==> src/hdl/ibt_pkg.sv <==
// ibt_pkg: shared types, codes and defaults of the indent and bracket tracker
// used by ibt_seq, ibt_out and the top level; depends on nothing
`default_nettype none

package ibt_pkg;

  // default stack depths
  localparam int unsigned BRACKET_DEPTH_DEF = 32;
  localparam int unsigned INDENT_DEPTH_DEF  = 32;

  // operation codes
  localparam logic OP_TOKEN = 1'b0;
  localparam logic OP_EOI   = 1'b1;

  // token classes
  localparam logic [2:0] CLS_OTHER   = 3'd0;
  localparam logic [2:0] CLS_OPEN    = 3'd1;
  localparam logic [2:0] CLS_CLOSE   = 3'd2;
  localparam logic [2:0] CLS_NEWLINE = 3'd3;
  localparam logic [2:0] CLS_CONT    = 3'd4;

  // result kinds
  localparam logic [1:0] KIND_PASS   = 2'd0;
  localparam logic [1:0] KIND_INDENT = 2'd1;
  localparam logic [1:0] KIND_UNDENT = 2'd2;
  localparam logic [1:0] KIND_ERROR  = 2'd3;

  // error codes
  localparam logic [1:0] ERR_NONE      = 2'd0;
  localparam logic [1:0] ERR_UNMATCHED = 2'd1;
  localparam logic [1:0] ERR_MISALIGN  = 2'd2;
  localparam logic [1:0] ERR_OVERFLOW  = 2'd3;

  // sequencer states
  typedef enum logic [2:0] {
    S_IDLE,
    S_EXEC,
    S_PUSH,
    S_POP,
    S_WAIT,
    S_EOI
  } state_e;

  // one result beat from the sequencer to the output stage
  typedef struct packed {
    logic [1:0]  kind;
    logic [7:0]  code;
    logic [1:0]  err;
    logic [31:0] pos;
    logic        last;
  } res_t;

endpackage

`default_nettype wire

==> src/hdl/ibt_ram.sv <==
// ibt_ram: generic single-write, single-read ram with registered read data
// no dependencies
`default_nettype none

module ibt_ram #(
  parameter int unsigned WIDTH = 8,
  parameter int unsigned DEPTH = 32,
  localparam int unsigned AW = $clog2(DEPTH)
) (
  input  wire logic             clk_i,
  input  wire logic             we_i,
  input  wire logic [AW-1:0]    waddr_i,
  input  wire logic [WIDTH-1:0] wdata_i,
  input  wire logic [AW-1:0]    raddr_i,
  output logic      [WIDTH-1:0] rdata_o
);

  logic [WIDTH-1:0] mem_q [DEPTH];
  logic [WIDTH-1:0] rdata_q;

  // write port
  always_ff @(posedge clk_i) begin
    if (we_i) begin
      mem_q[waddr_i] <= wdata_i;
    end
  end

  // registered read port
  always_ff @(posedge clk_i) begin
    rdata_q <= mem_q[raddr_i];
  end

  assign rdata_o = rdata_q;

endmodule

`default_nettype wire

==> src/hdl/ibt_out.sv <==
// ibt_out: output register stage that holds one result beat under stall
// depends on ibt_pkg for the result struct
`default_nettype none

module ibt_out (
  input  wire logic          clk_i,
  input  wire logic          rst_ni,
  input  wire logic          emit_i,
  input  wire ibt_pkg::res_t res_i,
  output logic               ready_o,
  output logic               out_valid_o,
  input  wire logic          out_stall_i,
  output ibt_pkg::res_t      res_o
);

  logic          valid_q, valid_d;
  ibt_pkg::res_t res_q;

  // slot is free when empty or being drained this cycle
  assign ready_o = !valid_q || !out_stall_i;

  always_comb begin
    valid_d = valid_q;
    if (ready_o) begin
      valid_d = emit_i;
    end
  end

  always_ff @(posedge clk_i or negedge rst_ni) begin
    if (!rst_ni) begin
      valid_q <= 1'b0;
    end else begin
      valid_q <= valid_d;
    end
  end

  // payload, no reset
  always_ff @(posedge clk_i) begin
    if (ready_o && emit_i) begin
      res_q <= res_i;
    end
  end

  assign out_valid_o = valid_q;
  assign res_o       = res_q;

endmodule

`default_nettype wire

==> src/hdl/ibt_seq.sv <==
// ibt_seq: token sequencer with bracket and indent stacks kept in two rams
// depends on ibt_pkg and ibt_ram
`default_nettype none

module ibt_seq #(
  parameter int unsigned BRACKET_DEPTH = ibt_pkg::BRACKET_DEPTH_DEF,
  parameter int unsigned INDENT_DEPTH  = ibt_pkg::INDENT_DEPTH_DEF
) (
  input  wire logic        clk_i,
  input  wire logic        rst_ni,
  input  wire logic        in_valid_i,
  output logic             in_stall_o,
  input  wire logic        operation_i,
  input  wire logic [2:0]  token_class_i,
  input  wire logic [1:0]  bracket_kind_i,
  input  wire logic [7:0]  token_code_i,
  input  wire logic [7:0]  next_indent_i,
  input  wire logic [31:0] text_position_i,
  input  wire logic        out_ready_i,
  output logic             emit_o,
  output ibt_pkg::res_t    res_o
);

  localparam int unsigned BCW = $clog2(BRACKET_DEPTH + 1);
  localparam int unsigned BAW = $clog2(BRACKET_DEPTH);
  localparam int unsigned ITW = $clog2(INDENT_DEPTH);

  ibt_pkg::state_e state_q, state_d;

  // captured input beat
  logic        op_q;
  logic [2:0]  cls_q;
  logic [1:0]  bkind_q;
  logic [7:0]  code_q;
  logic [7:0]  nxt_q;
  logic [31:0] pos_q;

  // stack pointers and cached indent level of the top entry
  logic [BCW-1:0] bcnt_q, bcnt_d;
  logic [ITW-1:0] itop_q, itop_d;
  logic [7:0]     lvl_q, lvl_d;
  logic           halted_q, halted_d;

  // ram ports
  logic           b_we;
  logic [BAW-1:0] b_waddr, b_raddr;
  logic [1:0]     b_rdata;
  logic           i_we;
  logic [ITW-1:0] i_waddr, i_raddr;
  logic [7:0]     i_rdata;

  logic       accept;
  logic [7:0] pop_lvl;

  assign accept     = (state_q == ibt_pkg::S_IDLE) && in_valid_i;
  assign in_stall_o = (state_q != ibt_pkg::S_IDLE);

  // bracket read port looks at the top entry, indent read port one below the top
  assign b_raddr = b_waddr - BAW'(1);
  assign i_raddr = itop_q - ITW'(1);

  // level after a pop; entry zero is never written and is read as level zero
  assign pop_lvl = (itop_q == ITW'(1)) ? 8'd0 : i_rdata;

  ibt_ram #(
    .WIDTH (2),
    .DEPTH (BRACKET_DEPTH)
  ) u_bracket_ram (
    .clk_i   (clk_i),
    .we_i    (b_we),
    .waddr_i (b_waddr),
    .wdata_i (bkind_q),
    .raddr_i (b_raddr),
    .rdata_o (b_rdata)
  );

  ibt_ram #(
    .WIDTH (8),
    .DEPTH (INDENT_DEPTH)
  ) u_indent_ram (
    .clk_i   (clk_i),
    .we_i    (i_we),
    .waddr_i (i_waddr),
    .wdata_i (nxt_q),
    .raddr_i (i_raddr),
    .rdata_o (i_rdata)
  );

  assign b_waddr = bcnt_q[BAW-1:0];
  assign i_waddr = itop_q + ITW'(1);

  // next state
  always_comb begin
    state_d = state_q;
    case (state_q)
      ibt_pkg::S_IDLE: begin
        if (in_valid_i) state_d = ibt_pkg::S_EXEC;
      end
      ibt_pkg::S_EXEC: begin
        if (halted_q) begin
          state_d = ibt_pkg::S_IDLE;
        end else if (op_q == ibt_pkg::OP_EOI) begin
          state_d = (itop_q == '0) ? ibt_pkg::S_IDLE : ibt_pkg::S_EOI;
        end else begin
          case (cls_q)
            ibt_pkg::CLS_NEWLINE: begin
              if (bcnt_q != '0) begin
                state_d = ibt_pkg::S_IDLE;
              end else if (out_ready_i) begin
                if (nxt_q > lvl_q)      state_d = ibt_pkg::S_PUSH;
                else if (nxt_q < lvl_q) state_d = ibt_pkg::S_POP;
                else                    state_d = ibt_pkg::S_IDLE;
              end
            end
            ibt_pkg::CLS_CONT: state_d = ibt_pkg::S_IDLE;
            default: begin
              if (out_ready_i) state_d = ibt_pkg::S_IDLE;
            end
          endcase
        end
      end
      ibt_pkg::S_PUSH: begin
        if (out_ready_i) state_d = ibt_pkg::S_IDLE;
      end
      ibt_pkg::S_POP: begin
        if (out_ready_i) begin
          if ((itop_q != '0) && (nxt_q < lvl_q) && (pop_lvl != nxt_q)) begin
            state_d = ibt_pkg::S_WAIT;
          end else begin
            state_d = ibt_pkg::S_IDLE;
          end
        end
      end
      ibt_pkg::S_WAIT: state_d = ibt_pkg::S_POP;
      ibt_pkg::S_EOI: begin
        if (out_ready_i && (itop_q == ITW'(1))) state_d = ibt_pkg::S_IDLE;
      end
      default: state_d = ibt_pkg::S_IDLE;
    endcase
  end

  // result beats and stack updates
  always_comb begin
    emit_o   = 1'b0;
    res_o    = '{kind: ibt_pkg::KIND_PASS, code: 8'd0, err: ibt_pkg::ERR_NONE,
                 pos: pos_q, last: 1'b0};
    bcnt_d   = bcnt_q;
    itop_d   = itop_q;
    lvl_d    = lvl_q;
    halted_d = halted_q;
    b_we     = 1'b0;
    i_we     = 1'b0;
    case (state_q)
      ibt_pkg::S_EXEC: begin
        if (!halted_q) begin
          if (op_q == ibt_pkg::OP_EOI) begin
            bcnt_d = '0;
            lvl_d  = 8'd0;
          end else begin
            case (cls_q)
              ibt_pkg::CLS_OPEN: begin
                if (out_ready_i) begin
                  emit_o       = 1'b1;
                  res_o.last   = 1'b1;
                  if (bcnt_q == BCW'(BRACKET_DEPTH)) begin
                    res_o.kind = ibt_pkg::KIND_ERROR;
                    res_o.err  = ibt_pkg::ERR_OVERFLOW;
                    halted_d   = 1'b1;
                  end else begin
                    b_we       = 1'b1;
                    bcnt_d     = bcnt_q + BCW'(1);
                    res_o.code = code_q;
                  end
                end
              end
              ibt_pkg::CLS_CLOSE: begin
                if (out_ready_i) begin
                  emit_o       = 1'b1;
                  res_o.last   = 1'b1;
                  if ((bcnt_q == '0) || (b_rdata != bkind_q)) begin
                    res_o.kind = ibt_pkg::KIND_ERROR;
                    res_o.err  = ibt_pkg::ERR_UNMATCHED;
                    halted_d   = 1'b1;
                  end else begin
                    bcnt_d     = bcnt_q - BCW'(1);
                    res_o.code = code_q;
                  end
                end
              end
              ibt_pkg::CLS_NEWLINE: begin
                if ((bcnt_q == '0) && out_ready_i) begin
                  emit_o     = 1'b1;
                  res_o.code = code_q;
                  res_o.last = (nxt_q == lvl_q);
                end
              end
              ibt_pkg::CLS_CONT: begin
                emit_o = 1'b0;
              end
              default: begin
                if (out_ready_i) begin
                  emit_o     = 1'b1;
                  res_o.code = code_q;
                  res_o.last = 1'b1;
                end
              end
            endcase
          end
        end
      end
      // deeper line: push a new level, or an overflow error if the indent stack is full
      ibt_pkg::S_PUSH: begin
        if (out_ready_i) begin
          emit_o     = 1'b1;
          res_o.last = 1'b1;
          if (itop_q == ITW'(INDENT_DEPTH - 1)) begin
            res_o.kind = ibt_pkg::KIND_ERROR;
            res_o.err  = ibt_pkg::ERR_OVERFLOW;
            halted_d   = 1'b1;
          end else begin
            i_we       = 1'b1;
            itop_d     = itop_q + ITW'(1);
            lvl_d      = nxt_q;
            res_o.kind = ibt_pkg::KIND_INDENT;
          end
        end
      end
      // one unindent per visit, then misalignment check
      ibt_pkg::S_POP: begin
        if (out_ready_i) begin
          emit_o = 1'b1;
          if ((itop_q != '0) && (nxt_q < lvl_q)) begin
            res_o.kind = ibt_pkg::KIND_UNDENT;
            res_o.last = (pop_lvl == nxt_q);
            itop_d     = itop_q - ITW'(1);
            lvl_d      = pop_lvl;
          end else begin
            res_o.kind = ibt_pkg::KIND_ERROR;
            res_o.err  = ibt_pkg::ERR_MISALIGN;
            res_o.last = 1'b1;
            halted_d   = 1'b1;
          end
        end
      end
      // end of input: close every open level
      ibt_pkg::S_EOI: begin
        if (out_ready_i) begin
          emit_o     = 1'b1;
          res_o.kind = ibt_pkg::KIND_UNDENT;
          res_o.last = (itop_q == ITW'(1));
          itop_d     = itop_q - ITW'(1);
        end
      end
      default: begin
        emit_o = 1'b0;
      end
    endcase
  end

  // control state
  always_ff @(posedge clk_i or negedge rst_ni) begin
    if (!rst_ni) begin
      state_q  <= ibt_pkg::S_IDLE;
      bcnt_q   <= '0;
      itop_q   <= '0;
      lvl_q    <= 8'd0;
      halted_q <= 1'b0;
    end else begin
      state_q  <= state_d;
      bcnt_q   <= bcnt_d;
      itop_q   <= itop_d;
      lvl_q    <= lvl_d;
      halted_q <= halted_d;
    end
  end

  // input beat capture
  always_ff @(posedge clk_i) begin
    if (accept) begin
      op_q    <= operation_i;
      cls_q   <= token_class_i;
      bkind_q <= bracket_kind_i;
      code_q  <= token_code_i;
      nxt_q   <= next_indent_i;
      pos_q   <= text_position_i;
    end
  end

endmodule

`default_nettype wire

==> src/hdl/indent_bracket_tracker_unit.sv <==
// indent_bracket_tracker_unit: top level of the indent and bracket tracker
// depends on ibt_pkg, ibt_seq (with ibt_ram) and ibt_out
//
//   channel | direction | handshake             | payload
//   --------+-----------+-----------------------+------------------------------------
//   in      | input     | in_valid_i/in_stall_o | operation, class, kind, code, indent, pos
//   out     | output    | out_valid_o/out_stall_i | kind, code, error, position, last
//
// a beat is taken in idle and run in the next cycle; the input then stalls until the
// sequencer is idle. an indent adds a push state, an unindent a pop state, each pop
// after the first behind a wait state for the indent ram; a misaligned level adds a pop
// that flags the error; end of input pops the open levels in turn. reset empties both
// stacks at once; entry zero of the indent stack is never written and reads as level
// zero, so no clearing pass runs. a stalled output holds the sequencer and input.
`default_nettype none

module indent_bracket_tracker_unit #(
  parameter int unsigned BRACKET_DEPTH = ibt_pkg::BRACKET_DEPTH_DEF,
  parameter int unsigned INDENT_DEPTH  = ibt_pkg::INDENT_DEPTH_DEF
) (
  input  wire logic        clk_i,
  input  wire logic        rst_ni,
  input  wire logic        in_valid_i,
  output logic             in_stall_o,
  input  wire logic        operation_i,
  input  wire logic [2:0]  token_class_i,
  input  wire logic [1:0]  bracket_kind_i,
  input  wire logic [7:0]  token_code_i,
  input  wire logic [7:0]  next_indent_i,
  input  wire logic [31:0] text_position_i,
  output logic             out_valid_o,
  input  wire logic        out_stall_i,
  output logic [1:0]       out_kind_o,
  output logic [7:0]       out_token_code_o,
  output logic [1:0]       error_code_o,
  output logic [31:0]      out_position_o,
  output logic             last_o
);

  logic          emit;
  logic          out_ready;
  ibt_pkg::res_t res_seq;
  ibt_pkg::res_t res_out;

  // sequencer with both stacks
  ibt_seq #(
    .BRACKET_DEPTH (BRACKET_DEPTH),
    .INDENT_DEPTH  (INDENT_DEPTH)
  ) u_seq (
    .clk_i           (clk_i),
    .rst_ni          (rst_ni),
    .in_valid_i      (in_valid_i),
    .in_stall_o      (in_stall_o),
    .operation_i     (operation_i),
    .token_class_i   (token_class_i),
    .bracket_kind_i  (bracket_kind_i),
    .token_code_i    (token_code_i),
    .next_indent_i   (next_indent_i),
    .text_position_i (text_position_i),
    .out_ready_i     (out_ready),
    .emit_o          (emit),
    .res_o           (res_seq)
  );

  // output register
  ibt_out u_out (
    .clk_i       (clk_i),
    .rst_ni      (rst_ni),
    .emit_i      (emit),
    .res_i       (res_seq),
    .ready_o     (out_ready),
    .out_valid_o (out_valid_o),
    .out_stall_i (out_stall_i),
    .res_o       (res_out)
  );

  assign out_kind_o       = res_out.kind;
  assign out_token_code_o = res_out.code;
  assign error_code_o     = res_out.err;
  assign out_position_o   = res_out.pos;
  assign last_o           = res_out.last;

endmodule

`default_nettype wire

==> config.mk <==
export PLATFORM = sky130hd
export DESIGN_NAME = indent_bracket_tracker_unit
export DESIGN_NICKNAME = d
export VERILOG_FILES = /design/src/hdl/ibt_pkg.sv /design/src/hdl/ibt_ram.sv /design/src/hdl/ibt_out.sv /design/src/hdl/ibt_seq.sv /design/src/hdl/indent_bracket_tracker_unit.sv
export SDC_FILE = /design/constraint.sdc
export NUM_CORES = 1
export LEC_CHECK = 0
export BUFFER_PORTS_ARGS = -buffer_cell sky130_fd_sc_hd__buf_2
export CORE_MARGIN = 1.5
export CORE_UTILIZATION = 55
export CTS_CLUSTER_SIZE = 10
export DETAILED_ROUTE_END_ITERATION = 6
export PLACE_DENSITY_LB_ADDON = 0.1
export SETUP_SLACK_MARGIN = 0.2
export SLEW_MARGIN = 10
export SYNTH_ARGS = -nofsm -noshare
export SYNTH_HDL_FRONTEND = slang
export SYNTH_SLANG_ARGS = --single-unit
==> constraint.sdc <==
create_clock -name clk_i -period 4.3 [get_ports clk_i]
set_input_delay 0.43 -clock clk_i [delete_from_list [all_inputs] [get_ports clk_i]]
set_output_delay 0.43 -clock clk_i [all_outputs]
set_load 0.02 [all_outputs]
==> out/summary.txt, run 1 <==
Critical path required time -> 4.48 ns
Fillers -> 2,295
Post-Layout Cell Count -> 1,569
Logic gate share of total power -> 25.0%
Sequential area share after synthesis -> 73.8%
Ant. Diodes -> 0
Die Ht -> 185 µm
Fin util -> 63.8%
Fin Clk Skew -> 0.0281 ns
Kind of critical path -> reg2reg
DRC viols -> 0
Leading area contributor after synthesis -> edfxtp_1
Initial Util -> 55.9%
Setup WS post-layout -> 0.627 ns
Slew Viols, Final -> 0
Max transition margin -> 34.4%
Yosys reg bits -> 453
Worst-path clk slew -> 0.06 ns
Share of flip-flops with an asynchronous set or reset -> 5.30%
Port-buffer cells -> 104
Cell leakage power -> 7.00 nW
CP peak stage delay -> 0.83 ns
Compound-Gate Fraction of Synth Area -> 3.06%
Rows -> 66
Worst path slowest cell -> buf_4
Clk_lat worst skew -> 0.57 ns
Synth Area in Adders -> 1.84%
Hold WS -> 0.0406 ns
Cells after synthesis -> 943
Pin count of the biggest net entering global routing -> 54
Yosys top cell area share -> 69.4%
Switching share of power -> 27.8%
RSZ-0062 raised after global routing -> no
TritonCTS clock tree -> yes
Fin. Hold Viols -> 0
Dpl cells -> 1,481
Clock power frac -> 31.2%
Register share of total power -> 43.9%
Worst-Margin Slew -> 0.984 ns
Yosys cell types -> 66
Fmax -> 0.272 GHz
Worst vdd ir -> 0.000409 V
Mux contribution to synthesized area -> 13.5%
DR WL/cell -> 24.7 µm
Top_reg_cell synth -> edfxtp_1
Post-synth design cell area -> 0.0181 mm²
Critical path arrival -> 3.85 ns
Remaining global-route overflow -> 0
Syn nets -> 1,027
Synth Area in XOR/XNOR -> 1.15%
Layout area overhead -> 14.3%
DR pass1 iterations -> 5
CTS H-tree depth -> 2
Critical Path Fanout Max -> 53
Layout cells sized above 1 -> 27.2%
Combinational family with the most area after synthesis -> multiplexers
Crit start category -> flip-flop
Vias in the first global route -> 9,418
Critical-path cell list -> buf_4, nand3_1, xor2_1, nand3_1, nor2_1
Pre-CTS WS -> 0.579 ns
Outcome -> complete, no violations
Psw -> 3.40 mW
Routed via count -> 9,289
GRT Util Overall -> 23.4%
Simple-gate share of the synthesized area -> 5.22%
Max-capacitance violation count -> 0
CTS-repair resized insts -> 0
Pint -> 8.82 mW
Fin crit period -> 3.67 ns
Die width -> 185 µm
# setup viols final -> 0
Sink Count -> 453
Most common cell after layout, fill and taps aside -> edfxtp_1
Dpl hpwl -> 24,000 µm
Post-synth EDFFs -> 419
Routed wire length -> 38,800 µm
P per Cell Area -> 590 mW/mm²
Crit end category -> flip-flop
Hold Path Class -> in2reg
Syn_area_per_cell -> 19.2 µm²
Nets -> 1,177
Warnings from Yosys -> 0
Setup TNS -> 0 ns
Root Buffer -> clkbuf_16
Vias per inst -> 5.92
Crit share post-route -> 85.4%
Max clock buf depth -> 3
Core area -> 0.0325 mm²
CTS buffer count -> 51
Die area -> 0.0341 mm²
First-pass GRT wire length -> 57,600 µm
Num ports -> 105
Top cell by count, worst path -> nand3_1
Most frequent cells in the layout -> edfxtp_1 (419), buf_2 (104), mux4_2 (94), nor2_1 (86), clkbuf_16 (52)
Final ANT Viol Nets -> 0
Initial antenna violation count -> 0
GPL Wtd Cong -> 0.841
Drt first-iter violations -> 886
Top cells by area, synth -> edfxtp_1 (69%), mux4_2 (12%), dfrtp_1 (3.3%), nor2_1 (1.8%), ha_1 (1.7%)
-- layout make-up --
| class | count | area [µm²] | share of cell area [%] |
|---|---|---|---|
| Tap cell | 442 | 553 | 2.67 |
| Multi-Input combinational cell | 439 | 4520 | 21.8 |
| Timing Repair Buffer | 132 | 746 | 3.60 |
| Clock inverter | 3 | 30.0 | 0.145 |
| Clock buffer | 84 | 1420 | 6.86 |
| Sequential cell | 453 | 13400 | 64.6 |
| Inverter | 16 | 60.1 | 0.290 |
-- cell usage after synthesis, types with 2 or more instances --
| library cell | n |
|---|---|
| edfxtp_1 | 419 |
| mux4_2 | 94 |
| nor2_1 | 88 |
| nand2_1 | 35 |
| ha_1 | 25 |
| dfrtp_1 | 24 |
| clkbuf_1 | 18 |
| inv_1 | 16 |
| xnor2_1 | 16 |
| a21oi_1 | 13 |
| nor3_1 | 12 |
| and2_1 | 11 |
| buf_2 | 11 |
| mux2_2 | 11 |
| nand3_1 | 11 |
| a22oi_1 | 10 |
| dfxtp_1 | 10 |
| o2bb2ai_1 | 8 |
| a31oi_1 | 6 |
| mux4_1 | 6 |
| nor2b_1 | 6 |
| o21ai_1 | 6 |
| xor2_1 | 6 |
| nand3b_1 | 5 |
| o21ai_0 | 5 |
| a22o_1 | 4 |
| nand4_1 | 4 |
| nor4bb_1 | 4 |
| o32ai_1 | 4 |
| mux2_1 | 3 |
| nand2b_1 | 3 |
| nor3b_1 | 3 |
| o211ai_1 | 3 |
| o21a_1 | 3 |
| and3_1 | 2 |
| buf_6 | 2 |
| mux2i_1 | 2 |
| o21bai_1 | 2 |
| o22ai_1 | 2 |
| o31ai_1 | 2 |
| or3_1 | 2 |
| or3b_2 | 2 |
-- per-stage QoR --
stage / instance area [µm²] / power (mW)
global placement: 19300 / 8.45
floorplan: 18100 / 7.59
finish: 20700 / 12.2
CTS: 20700 / 12.3
detailed placement: 19300 / 8.49
global route: 20700 / 12.7
-- power groups by stage --
stage | combinational, mW | clock [mW] | sequential, mW
after floorplan | 2.19 | 0 | 5.40
after global placement | 3.01 | 0 | 5.44
after detailed placement | 3.04 | 0 | 5.44
after CTS | 3.05 | 3.88 | 5.36
after global routing | 3.24 | 4.05 | 5.38
final | 3.05 | 3.80 | 5.36
-- layer usage --
layer / up-vias / GRT usage [%] / part of all wire, %
li1: 4097 / - / -
met1: 4773 / 33.0 / 42
met5: - / 0 / 0
met3: 64 / 4.54 / 6.8
met2: 355 / 37.6 / 49
met4: 0 / 6.66 / 2.1
-- critical path, delay by kind of cell, from the launching register on --
kind	cells	cell delay, ns
simple gates	3	1.20
xor+xnor	1	0.57
flops	1	0.64
buf+inv	1	0.83
-- flip-flops by register name, indices dropped and copies added, names as in the netlist --
name	cells
u_seq.halted_q	1
u_seq.nxt_q	8
u_seq.u_bracket_ram.mem_q	64
u_seq.cls_q	3
u_seq.op_q	1
u_seq.pos_q	32
u_seq.bcnt_q	6
u_seq.code_q	8
u_seq.u_indent_ram.rdata_o	8
u_out.res_o	45
u_seq.lvl_q	8
u_seq.u_indent_ram.mem_q	256
u_seq.u_bracket_ram.rdata_o	2
u_out.out_valid_o	1
u_seq.itop_q	5
u_seq.bkind_q	2
u_seq.state_q	3
-- final timing paths --
kind | startpoint | to | slack [ns] | depth (start not counted)
max in group asynchronous | rst_ni | u_seq.itop_q[0]$_DFFE_PN0P_ | 3.47 | 2
min in group asynchronous | rst_ni | u_seq.lvl_q[6]$_DFFE_PN0P_ | 0.41 | 2
hold reg to reg | u_seq.pos_q[24]$_DFFE_PP_ | u_out.res_o[25]$_DFFE_PP_ | 0.42 | 0
hold / removal | text_position_i[8] | u_seq.pos_q[8]$_DFFE_PP_ | 0.04 | 1
setup reg to reg | u_seq.itop_q[0]$_DFFE_PN0P_ | u_seq.u_indent_ram.mem_q[16][0]$_DFFE_PP_ | 0.63 | 5
setup / recovery | u_seq.itop_q[0]$_DFFE_PN0P_ | u_seq.u_indent_ram.mem_q[16][0]$_DFFE_PP_ | 0.63 | 5
-- kinds of logic after synthesis --
kind of cell | after synthesis
flops | 453
xor+xnor | 23
compound gates | 78
fa+ha+maj | 26
simple gates | 196
mux | 116
buf+inv | 51
-- repair_timing --
item | CTS | global route
endpoints found under the hold margin | 24 | 0
hold buffers | 1 | 0
buffers inserted | 0 | 0
endpoints found under the setup margin | 0 | 0
(Power assumes the default switching activity.)
==> run 2: changes to the inputs <==
--- a/config.mk
+++ b/config.mk
@@ -5,9 +5,9 @@
 export SDC_FILE = /design/constraint.sdc
 export NUM_CORES = 1
 export LEC_CHECK = 0
-export BUFFER_PORTS_ARGS = -buffer_cell sky130_fd_sc_hd__buf_2
+export BUFFER_PORTS_ARGS = -buffer_cell sky130_fd_sc_hd__clkbuf_2
 export CORE_MARGIN = 1.5
-export CORE_UTILIZATION = 55
+export CORE_UTILIZATION = 61
 export CTS_CLUSTER_SIZE = 10
 export DETAILED_ROUTE_END_ITERATION = 6
 export PLACE_DENSITY_LB_ADDON = 0.1
==> constraint.sdc (replaced) <==
create_clock -name clk_i -period 3.4 [get_ports clk_i]
set_input_delay 0.34 -clock clk_i [delete_from_list [all_inputs] [get_ports clk_i]]
set_output_delay 0.34 -clock clk_i [all_outputs]
set_load 0.02 [all_outputs]
==> run 2 against run 1 <==
Worst hold slack lost 0.016 ns. Highest routed layer unchanged. Utilization grew 10 points. Combinational power grew 28%. Critical endpoint is now u_seq.u_bracket_ram.mem_q[15][0]$_DFFE_PP_. Largest power group unchanged. Critical path depth grew 1. Sequential power grew 26%. Sequential cell count is the same.
==> out/summary.txt, run 2 (same netlist as run 1, synthesis figures left out) <==
Outcome -> complete, no violations (unchanged)
Layout cells sized above 1 -> 28.1% (was 27.2%)
Total power -> 15.5 mW (was 12.2 mW)
Setup TNS -> 0 ns (unchanged)
Critical path required time -> 3.62 ns (was 4.48 ns)
CTS-repair resized insts -> 0 (unchanged)
Max-capacitance violation count -> 0 (unchanged)
Core area -> 0.0290 mm² (was 0.0325 mm²)
DR WL/cell -> 25.0 µm (was 24.7 µm)
Register share of total power -> 43.5% (was 43.9%)
Most common cell after layout, fill and taps aside -> edfxtp_1 (unchanged)
CP peak stage delay -> 0.51 ns (was 0.83 ns)
Fin crit period -> 2.74 ns (was 3.67 ns)
Psw -> 4.21 mW (was 3.40 mW)
Vias in the first global route -> 9,956 (was 9,418)
Num ports -> 105 (unchanged)
CTS buffer count -> 51 (unchanged)
Worst path slowest cell -> dfrtp_1 (was buf_4)
CTS H-tree depth -> 2 (unchanged)
DRC viols -> 0 (unchanged)
Fmax -> 0.365 GHz (was 0.272 GHz)
Max reg flops -> 256 (unchanged)
Clock power frac -> 31.3% (was 31.2%)
Dpl cells -> 1,458 (was 1,481)
Worst vdd ir -> 0.000459 V (was 0.000409 V)
Kind of critical path -> reg2reg (unchanged)
Crit end category -> flip-flop (unchanged)
Rows -> 62 (was 66)
Die area -> 0.0308 mm² (was 0.0341 mm²)
Worst-Margin Slew -> 0.762 ns (was 0.984 ns)
Fin Clk Skew -> 0.0137 ns (was 0.0281 ns)
Initial antenna violation count -> 1 (was 0)
Crit start category -> flip-flop (unchanged)
Vias per inst -> 6.12 (was 5.92)
Fillers -> 1,735 (was 2,295)
Clk_lat worst skew -> 0.54 ns (was 0.57 ns)
Hold Path Class -> in2reg (unchanged)
Critical path arrival -> 2.96 ns (was 3.85 ns)
Drt first-iter violations -> 1,024 (was 886)
Reg with most FFs -> u_seq.u_indent_ram.mem_q (unchanged)
Slew Viols, Final -> 0 (unchanged)
Sink Count -> 453 (unchanged)
TritonCTS clock tree -> yes (unchanged)
Fin. Hold Viols -> 0 (unchanged)
GRT Util Overall -> 26.7% (was 23.4%)
Logic gate share of total power -> 25.2% (was 25.0%)
P per Cell Area -> 721 mW/mm² (was 590 mW/mm²)
Pre-CTS WS -> 0.688 ns (was 0.579 ns)
Nets -> 1,265 (was 1,177)
Max transition margin -> 48.8% (was 34.4%)
Critical-path cell list -> nor3_1, and2_1, nand2_1, nor3_1, nand2_1, nor2_1 (was buf_4, nand3_1, xor2_1, nand3_1, nor2_1)
GPL Wtd Cong -> 0.829 (was 0.841)
Critical Path Fanout Max -> 15 (was 53)
Setup WS post-layout -> 0.657 ns (was 0.627 ns)
# setup viols final -> 0 (unchanged)
Worst-path clk slew -> 0.05 ns (was 0.06 ns)
Most frequent cells in the layout -> edfxtp_1 (419), clkbuf_2 (104), mux4_2 (94), nor2_1 (86), buf_4 (59) (was edfxtp_1 (419), buf_2 (104), mux4_2 (94), nor2_1 (86), clkbuf_16 (52))
Die width -> 175 µm (was 185 µm)
DR pass1 iterations -> 5 (unchanged)
Switching share of power -> 27.2% (was 27.8%)
Routed via count -> 9,766 (was 9,289)
RSZ-0062 raised after global routing -> no (unchanged)
Cell leakage power -> 7.43 nW (was 7.00 nW)
Post-Layout Cell Count -> 1,597 (was 1,569)
Crit share post-route -> 80.7% (was 85.4%)
Die Ht -> 175 µm (was 185 µm)
Pint -> 11.3 mW (was 8.82 mW)
Dpl hpwl -> 23,100 µm (was 24,000 µm)
Layout area overhead -> 18.5% (was 14.3%)
Routed wire length -> 39,900 µm (was 38,800 µm)
Final ANT Viol Nets -> 0 (unchanged)
First-pass GRT wire length -> 60,000 µm (was 57,600 µm)
Remaining global-route overflow -> 0 (unchanged)
Initial Util -> 62.5% (was 55.9%)
Pin count of the biggest net entering global routing -> 46 (was 54)
Root Buffer -> clkbuf_16 (unchanged)
Max clock buf depth -> 3 (unchanged)
Port-buffer cells -> 104 (unchanged)
-- run 2: worst max-delay path: cells and delay by family (launching register included) --
family / cells / cell delay (ns)
AND/OR/NAND/NOR: 6 / 1.91
flip-flops: 1 / 0.51
-- run 2: per-stage QoR --
stage,utilization (%),instance area [µm²],hold slack (ns)
global route,74.0,21500,0.00717
detailed placement,67.1,19500,0.398
CTS,73.9,21500,0.000355
floorplan,-,18200,0.0444
global placement,67.1,19500,0.399
finish,74.0,21500,0.0244
-- run 2: area by class of cell --
cell class | count | area [µm²] | share of cell area, %
multi-input combinational | 439 | 4530 | 21.1
tap | 384 | 480 | 2.24
timing repair buffer | 220 | 1560 | 7.28
antenna | 1 | 2.50 | 0.0117
inverter | 16 | 60.1 | 0.280
sequential | 453 | 13400 | 62.3
clock inverter | 1 | 3.75 | 0.0175
clock buffer | 83 | 1450 | 6.75
-- run 2: power groups by stage --
stage          clock network (mW)  logic [mW]  registers (mW)
3_3_place_gp                    0        3.76            6.84
5_1_grt                      5.13        4.20            6.76
4_1_cts                      4.90        3.93            6.74
3_5_place_dp                    0        3.83            6.84
6_report                     4.84        3.90            6.74
2_1_floorplan                   0        2.78            6.82
-- run 2: path summary, 6_finish.rpt --
path | start | end | slack (ns) | cells after the start
max in group asynchronous | rst_ni | u_seq.itop_q[0]$_DFFE_PN0P_ | 2.50 | 2
min in group asynchronous | rst_ni | u_seq.state_q[0]$_DFFE_PN0P_ | 0.40 | 2
max reg2reg | u_seq.state_q[2]$_DFFE_PN0P_ | u_seq.u_bracket_ram.mem_q[15][0]$_DFFE_PP_ | 0.66 | 6
min | next_indent_i[6] | u_seq.nxt_q[6]$_DFFE_PP_ | 0.02 | 1
max | u_seq.state_q[2]$_DFFE_PN0P_ | u_seq.u_bracket_ram.mem_q[15][0]$_DFFE_PP_ | 0.66 | 6
min reg2reg | u_seq.pos_q[8]$_DFFE_PP_ | u_out.res_o[9]$_DFFE_PP_ | 0.42 | 0
-- run 2: repair_timing --
item                                   4_1_cts  5_1_grt
setup buffers                                0        0
endpoints found under the hold margin       75        2
hold buffers                                52        2
-- run 2: routing by layer --
layer / up-vias / part of all wire, % / global-route usage (%)
met2: 469 / 49 / 43.9
met5: - / 0 / 0
li1: 4271 / - / -
met3: 71 / 7.6 / 4.76
met1: 4955 / 40 / 36.9
met4: 0 / 2.9 / 8.97
==> run 3: changes to the inputs <==
--- a/config.mk
+++ b/config.mk
@@ -5,9 +5,10 @@
 export SDC_FILE = /design/constraint.sdc
 export NUM_CORES = 1
 export LEC_CHECK = 0
+export ABC_AREA = 1
 export BUFFER_PORTS_ARGS = -buffer_cell sky130_fd_sc_hd__clkbuf_2
 export CORE_MARGIN = 1.5
-export CORE_UTILIZATION = 61
+export CORE_UTILIZATION = 55
 export CTS_CLUSTER_SIZE = 10
 export DETAILED_ROUTE_END_ITERATION = 6
 export PLACE_DENSITY_LB_ADDON = 0.1
==> constraint.sdc (replaced) <==
create_clock -name clk_i -period 2.3 [get_ports clk_i]
set_input_delay 0.23 -clock clk_i [delete_from_list [all_inputs] [get_ports clk_i]]
set_output_delay 0.23 -clock clk_i [all_outputs]
set_load 0.02 [all_outputs]
==> run 3 against run 2 <==
Worst hold slack better by 0.040 ns. Critical path depth grew 5. Count of clock-buffer cells in the layout rose by 11. Largest cell class unchanged. Highest routed layer unchanged.
==> out/summary.txt, run 3 <==
Root Buffer -> clkbuf_16 (unchanged)
Worst vdd ir -> 0.000909 V (was 0.000459 V)
Sequential area share after synthesis -> 71.2% (was 73.8%)
Yosys cell types -> 47 (was 66)
Nets -> 1,932 (was 1,265)
RSZ-0062 raised after global routing -> yes (was no)
Yosys top cell area share -> 66.9% (was 69.4%)
Sink Count -> 453 (unchanged)
Die width -> 188 µm (was 175 µm)
Remaining global-route overflow -> 0 (unchanged)
Critical path arrival -> 2.74 ns (was 2.96 ns)
Routed via count -> 13,180 (was 9,766)
Layout area overhead -> 26.8% (was 18.5%)
Setup TNS -> 0 ns (unchanged)
Most common cell after layout, fill and taps aside -> edfxtp_1 (unchanged)
Initial antenna violation count -> 0 (was 1)
Pin count of the biggest net entering global routing -> 131 (was 46)
Top cell by count, worst path -> nand2_1
Leading area contributor after synthesis -> edfxtp_1 (unchanged)
Layout cells sized above 1 -> 23.2% (was 28.1%)
DR pass1 iterations -> 5 (unchanged)
Syn_area_per_cell -> 12.0 µm² (was 19.2 µm²)
Rows -> 67 (was 62)
R2r setup slk -> 0.08 ns (was 0.66 ns)
Post-synth EDFFs -> 419 (unchanged)
Critical-path cell list -> buf_8, inv_8, ha_4, buf_12, buf_16, o32ai_2, buf_4, nor2_1, o22ai_2, nand2_1, nand2_1 (was nor3_1, and2_1, nand2_1, nor3_1, nand2_1, nor2_1)
Crit share post-route -> 96.5% (was 80.7%)
Num ports -> 105 (unchanged)
Worst-path clk slew -> 0.06 ns (was 0.05 ns)
Vias per inst -> 5.63 (was 6.12)
Post-synth design cell area -> 0.0188 mm² (was 0.0181 mm²)
Final ANT Viol Nets -> 0 (unchanged)
Slew Viols, Final -> 0 (unchanged)
Fmax -> 0.451 GHz (was 0.365 GHz)
First-pass GRT wire length -> 71,800 µm (was 60,000 µm)
Core area -> 0.0336 mm² (was 0.0290 mm²)
Worst-Margin Slew -> 0.675 ns (was 0.762 ns)
Critical path required time -> 2.82 ns (was 3.62 ns)
Final Cell Area -> 0.0238 mm² (was 0.0215 mm²)
Fillers -> 2,316 (was 1,735)
Hold WS -> 0.0640 ns (was 0.0244 ns)
Top_reg_cell synth -> edfxtp_1 (unchanged)
GPL Wtd Cong -> 0.897 (was 0.829)
Pre-CTS WS -> 0.00265 ns (was 0.688 ns)
CTS buffer count -> 51 (unchanged)
Fin crit period -> 2.22 ns (was 2.74 ns)
Yosys reg bits -> 453 (unchanged)
Crit start category -> flip-flop (unchanged)
CTS H-tree depth -> 2 (unchanged)
Dpl cell area -> 0.0208 mm² (was 0.0195 mm²)
Max-capacitance violation count -> 0 (unchanged)
# setup viols final -> 0 (unchanged)
Reg with most FFs -> u_seq.u_indent_ram.mem_q (unchanged)
Share of flip-flops with an asynchronous set or reset -> 5.30% (unchanged)
Die Ht -> 188 µm (was 175 µm)
TritonCTS clock tree -> yes (unchanged)
Vias in the first global route -> 13,095 (was 9,956)
P per Cell Area -> 1410 mW/mm² (was 721 mW/mm²)
Critical Path Fanout Max -> 14 (was 15)
Die area -> 0.0353 mm² (was 0.0308 mm²)
Fin Clk Skew -> 0.0164 ns (was 0.0137 ns)
Routed wire length -> 47,100 µm (was 39,900 µm)
Cell leakage power -> 8.65 nW (was 7.43 nW)
Bufs and invs on worst path -> 5 (was 0)
Top cells by area, synth -> edfxtp_1 (67%), nor2_1 (7.4%), o21ai_0 (5.9%), dfrtp_1 (3.2%), nand2_1 (3.1%) (was edfxtp_1 (69%), mux4_2 (12%), dfrtp_1 (3.3%), nor2_1 (1.8%), ha_1 (1.7%))
Crit end category -> flip-flop (unchanged)
DRC viols -> 0 (unchanged)
Ant. Diodes -> 0 (was 1)
Max reg flops -> 256 (unchanged)
Max transition margin -> 55.0% (was 48.8%)
Max clock buf depth -> 3 (unchanged)
Kind of critical path -> reg2reg (unchanged)
DR WL/cell -> 20.1 µm (was 25.0 µm)
Drt first-iter violations -> 1,351 (was 1,024)
Port-buffer cells -> 104 (unchanged)
Syn nets -> 1,647 (was 1,027)
Worst path slowest cell -> dfrtp_4 (was dfrtp_1)
Clk_lat worst skew -> 0.57 ns (was 0.54 ns)
GRT Util Overall -> 26.4% (was 26.7%)
Initial Util -> 55.9% (was 62.5%)
Warnings from Yosys -> 0 (unchanged)
Setup WS post-layout -> 0.0806 ns (was 0.657 ns)
Top cells by count, synth -> edfxtp_1 (419), nor2_1 (371), o21ai_0 (223) (was edfxtp_1 (419), mux4_2 (94), nor2_1 (88))
Cells after synthesis -> 1,563 (was 943)
Cell with the most instances after synthesis -> edfxtp_1 (unchanged)
Delay-heaviest family, CP -> buffers and inverters (was simple AND/OR/NAND/NOR gates)
Hold Path Class -> in2reg (unchanged)
Dpl hpwl -> 27,200 µm (was 23,100 µm)
Most frequent cells in the layout -> edfxtp_1 (419), nor2_1 (327), o21ai_0 (182), nand2_1 (143), clkbuf_2 (104) (was edfxtp_1 (419), clkbuf_2 (104), mux4_2 (94), nor2_1 (86), buf_4 (59))
CP peak stage delay -> 0.50 ns (was 0.51 ns)
Outcome -> complete, no violations (unchanged)
Fin. Hold Viols -> 0 (unchanged)
## run 3: changes by cell type in the layout (fill, tap and decap cells not counted), moves of 44 or more
cell,previous run,this run
mux4_2,94,0
nand2_1,35,143
nor2_1,86,327
o21ai_0,5,182
o21ai_1,6,50
## run 3: final timing paths
kind,endpoint,start,cells after the start
worst max register to register,u_seq.u_indent_ram.rdata_o[7]$_DFF_P_,u_seq.itop_q[0]$_DFFE_PN0P_,11
worst max-delay path,u_seq.u_indent_ram.rdata_o[7]$_DFF_P_,u_seq.itop_q[0]$_DFFE_PN0P_,11
min in group asynchronous,u_out.out_valid_o$_DFFE_PN0N_,rst_ni,2
max in group asynchronous,u_seq.itop_q[0]$_DFFE_PN0P_,rst_ni,2
worst min register to register,u_out.res_o[22]$_DFFE_PP_,u_seq.pos_q[21]$_DFFE_PP_,0
worst min-delay path,u_out.out_valid_o$_DFFE_PN0N_,out_stall_i,4
## run 3: cell type report
cell class	count	area [µm²]	area share, %
Clock buffer	94	1470	6.16
Clock inverter	2	25.0	0.105
Inverter	63	265	1.11
Multi-Input combinational cell	978	5530	23.2
Sequential cell	453	13400	56.2
Tap cell	448	561	2.35
Timing Repair Buffer	301	2600	10.9
## run 3: cells by family after synthesis
group	count (synthesis)	synth area share [%]
AND/OR/NAND/NOR	616	13.6
flip-flops	453	71.2
AO/OA/AOI/OAI	317	9.38
buffers and inverters	134	3.05
adder cells (fa/ha/maj)	26	1.77
XOR/XNOR	16	0.985
multiplexers	1	0.0533
## run 3: report_power, final
group / internal (mW) / switching, mW / total (mW) / leakage, nW
sequential: 10.4 / 0.462 / 10.9 / 4.20
clock: 4.27 / 3.08 / 7.35 / 0.708
combinational: 5.79 / 9.58 / 15.4 / 3.75
## run 3: per-stage QoR
step / utilization (%) / power [mW] / cells
final: 70.9 / 33.6 / 2339
after global routing: 70.9 / 35.3 / 2339
after CTS: 69.5 / 32.4 / 2316
after detailed placement: 61.8 / 23.8 / 2136
after global placement: 61.8 / 23.6 / 2136
after floorplan: - / 19.0 / 1563
## run 3: per-layer routing
metal | GRT usage [%] | vias up | routed length [µm]
met4 | 9.45 | 0 | 1330
li1 | - | 6154 | -
met3 | 5.26 | 107 | 3440
met2 | 42.0 | 511 | 22600
met1 | 36.7 | 6408 | 19800
met5 | 0 | - | 0
## run 3: worst reg2reg max path: cells and delay by family, from the launching register on
family                     cells  cell delay, ns
AOI/OAI and AO/OA              2            0.48
adders and majority gates      1            0.24
buffers and inverters          5            0.71
DFF                            1            0.50
and+or+nand+nor                3            0.25
## run 3: repair_timing
item | in CTS | in global routing
gates resized for setup | 71 | 73
hold buffers | 55 | 0
cloned | 4 | 4
setup buffers | 25 | 19
pin swaps | 30 | 47
endpoints found under the hold margin | 78 | 0
setup endpoints to repair | 388 | 370
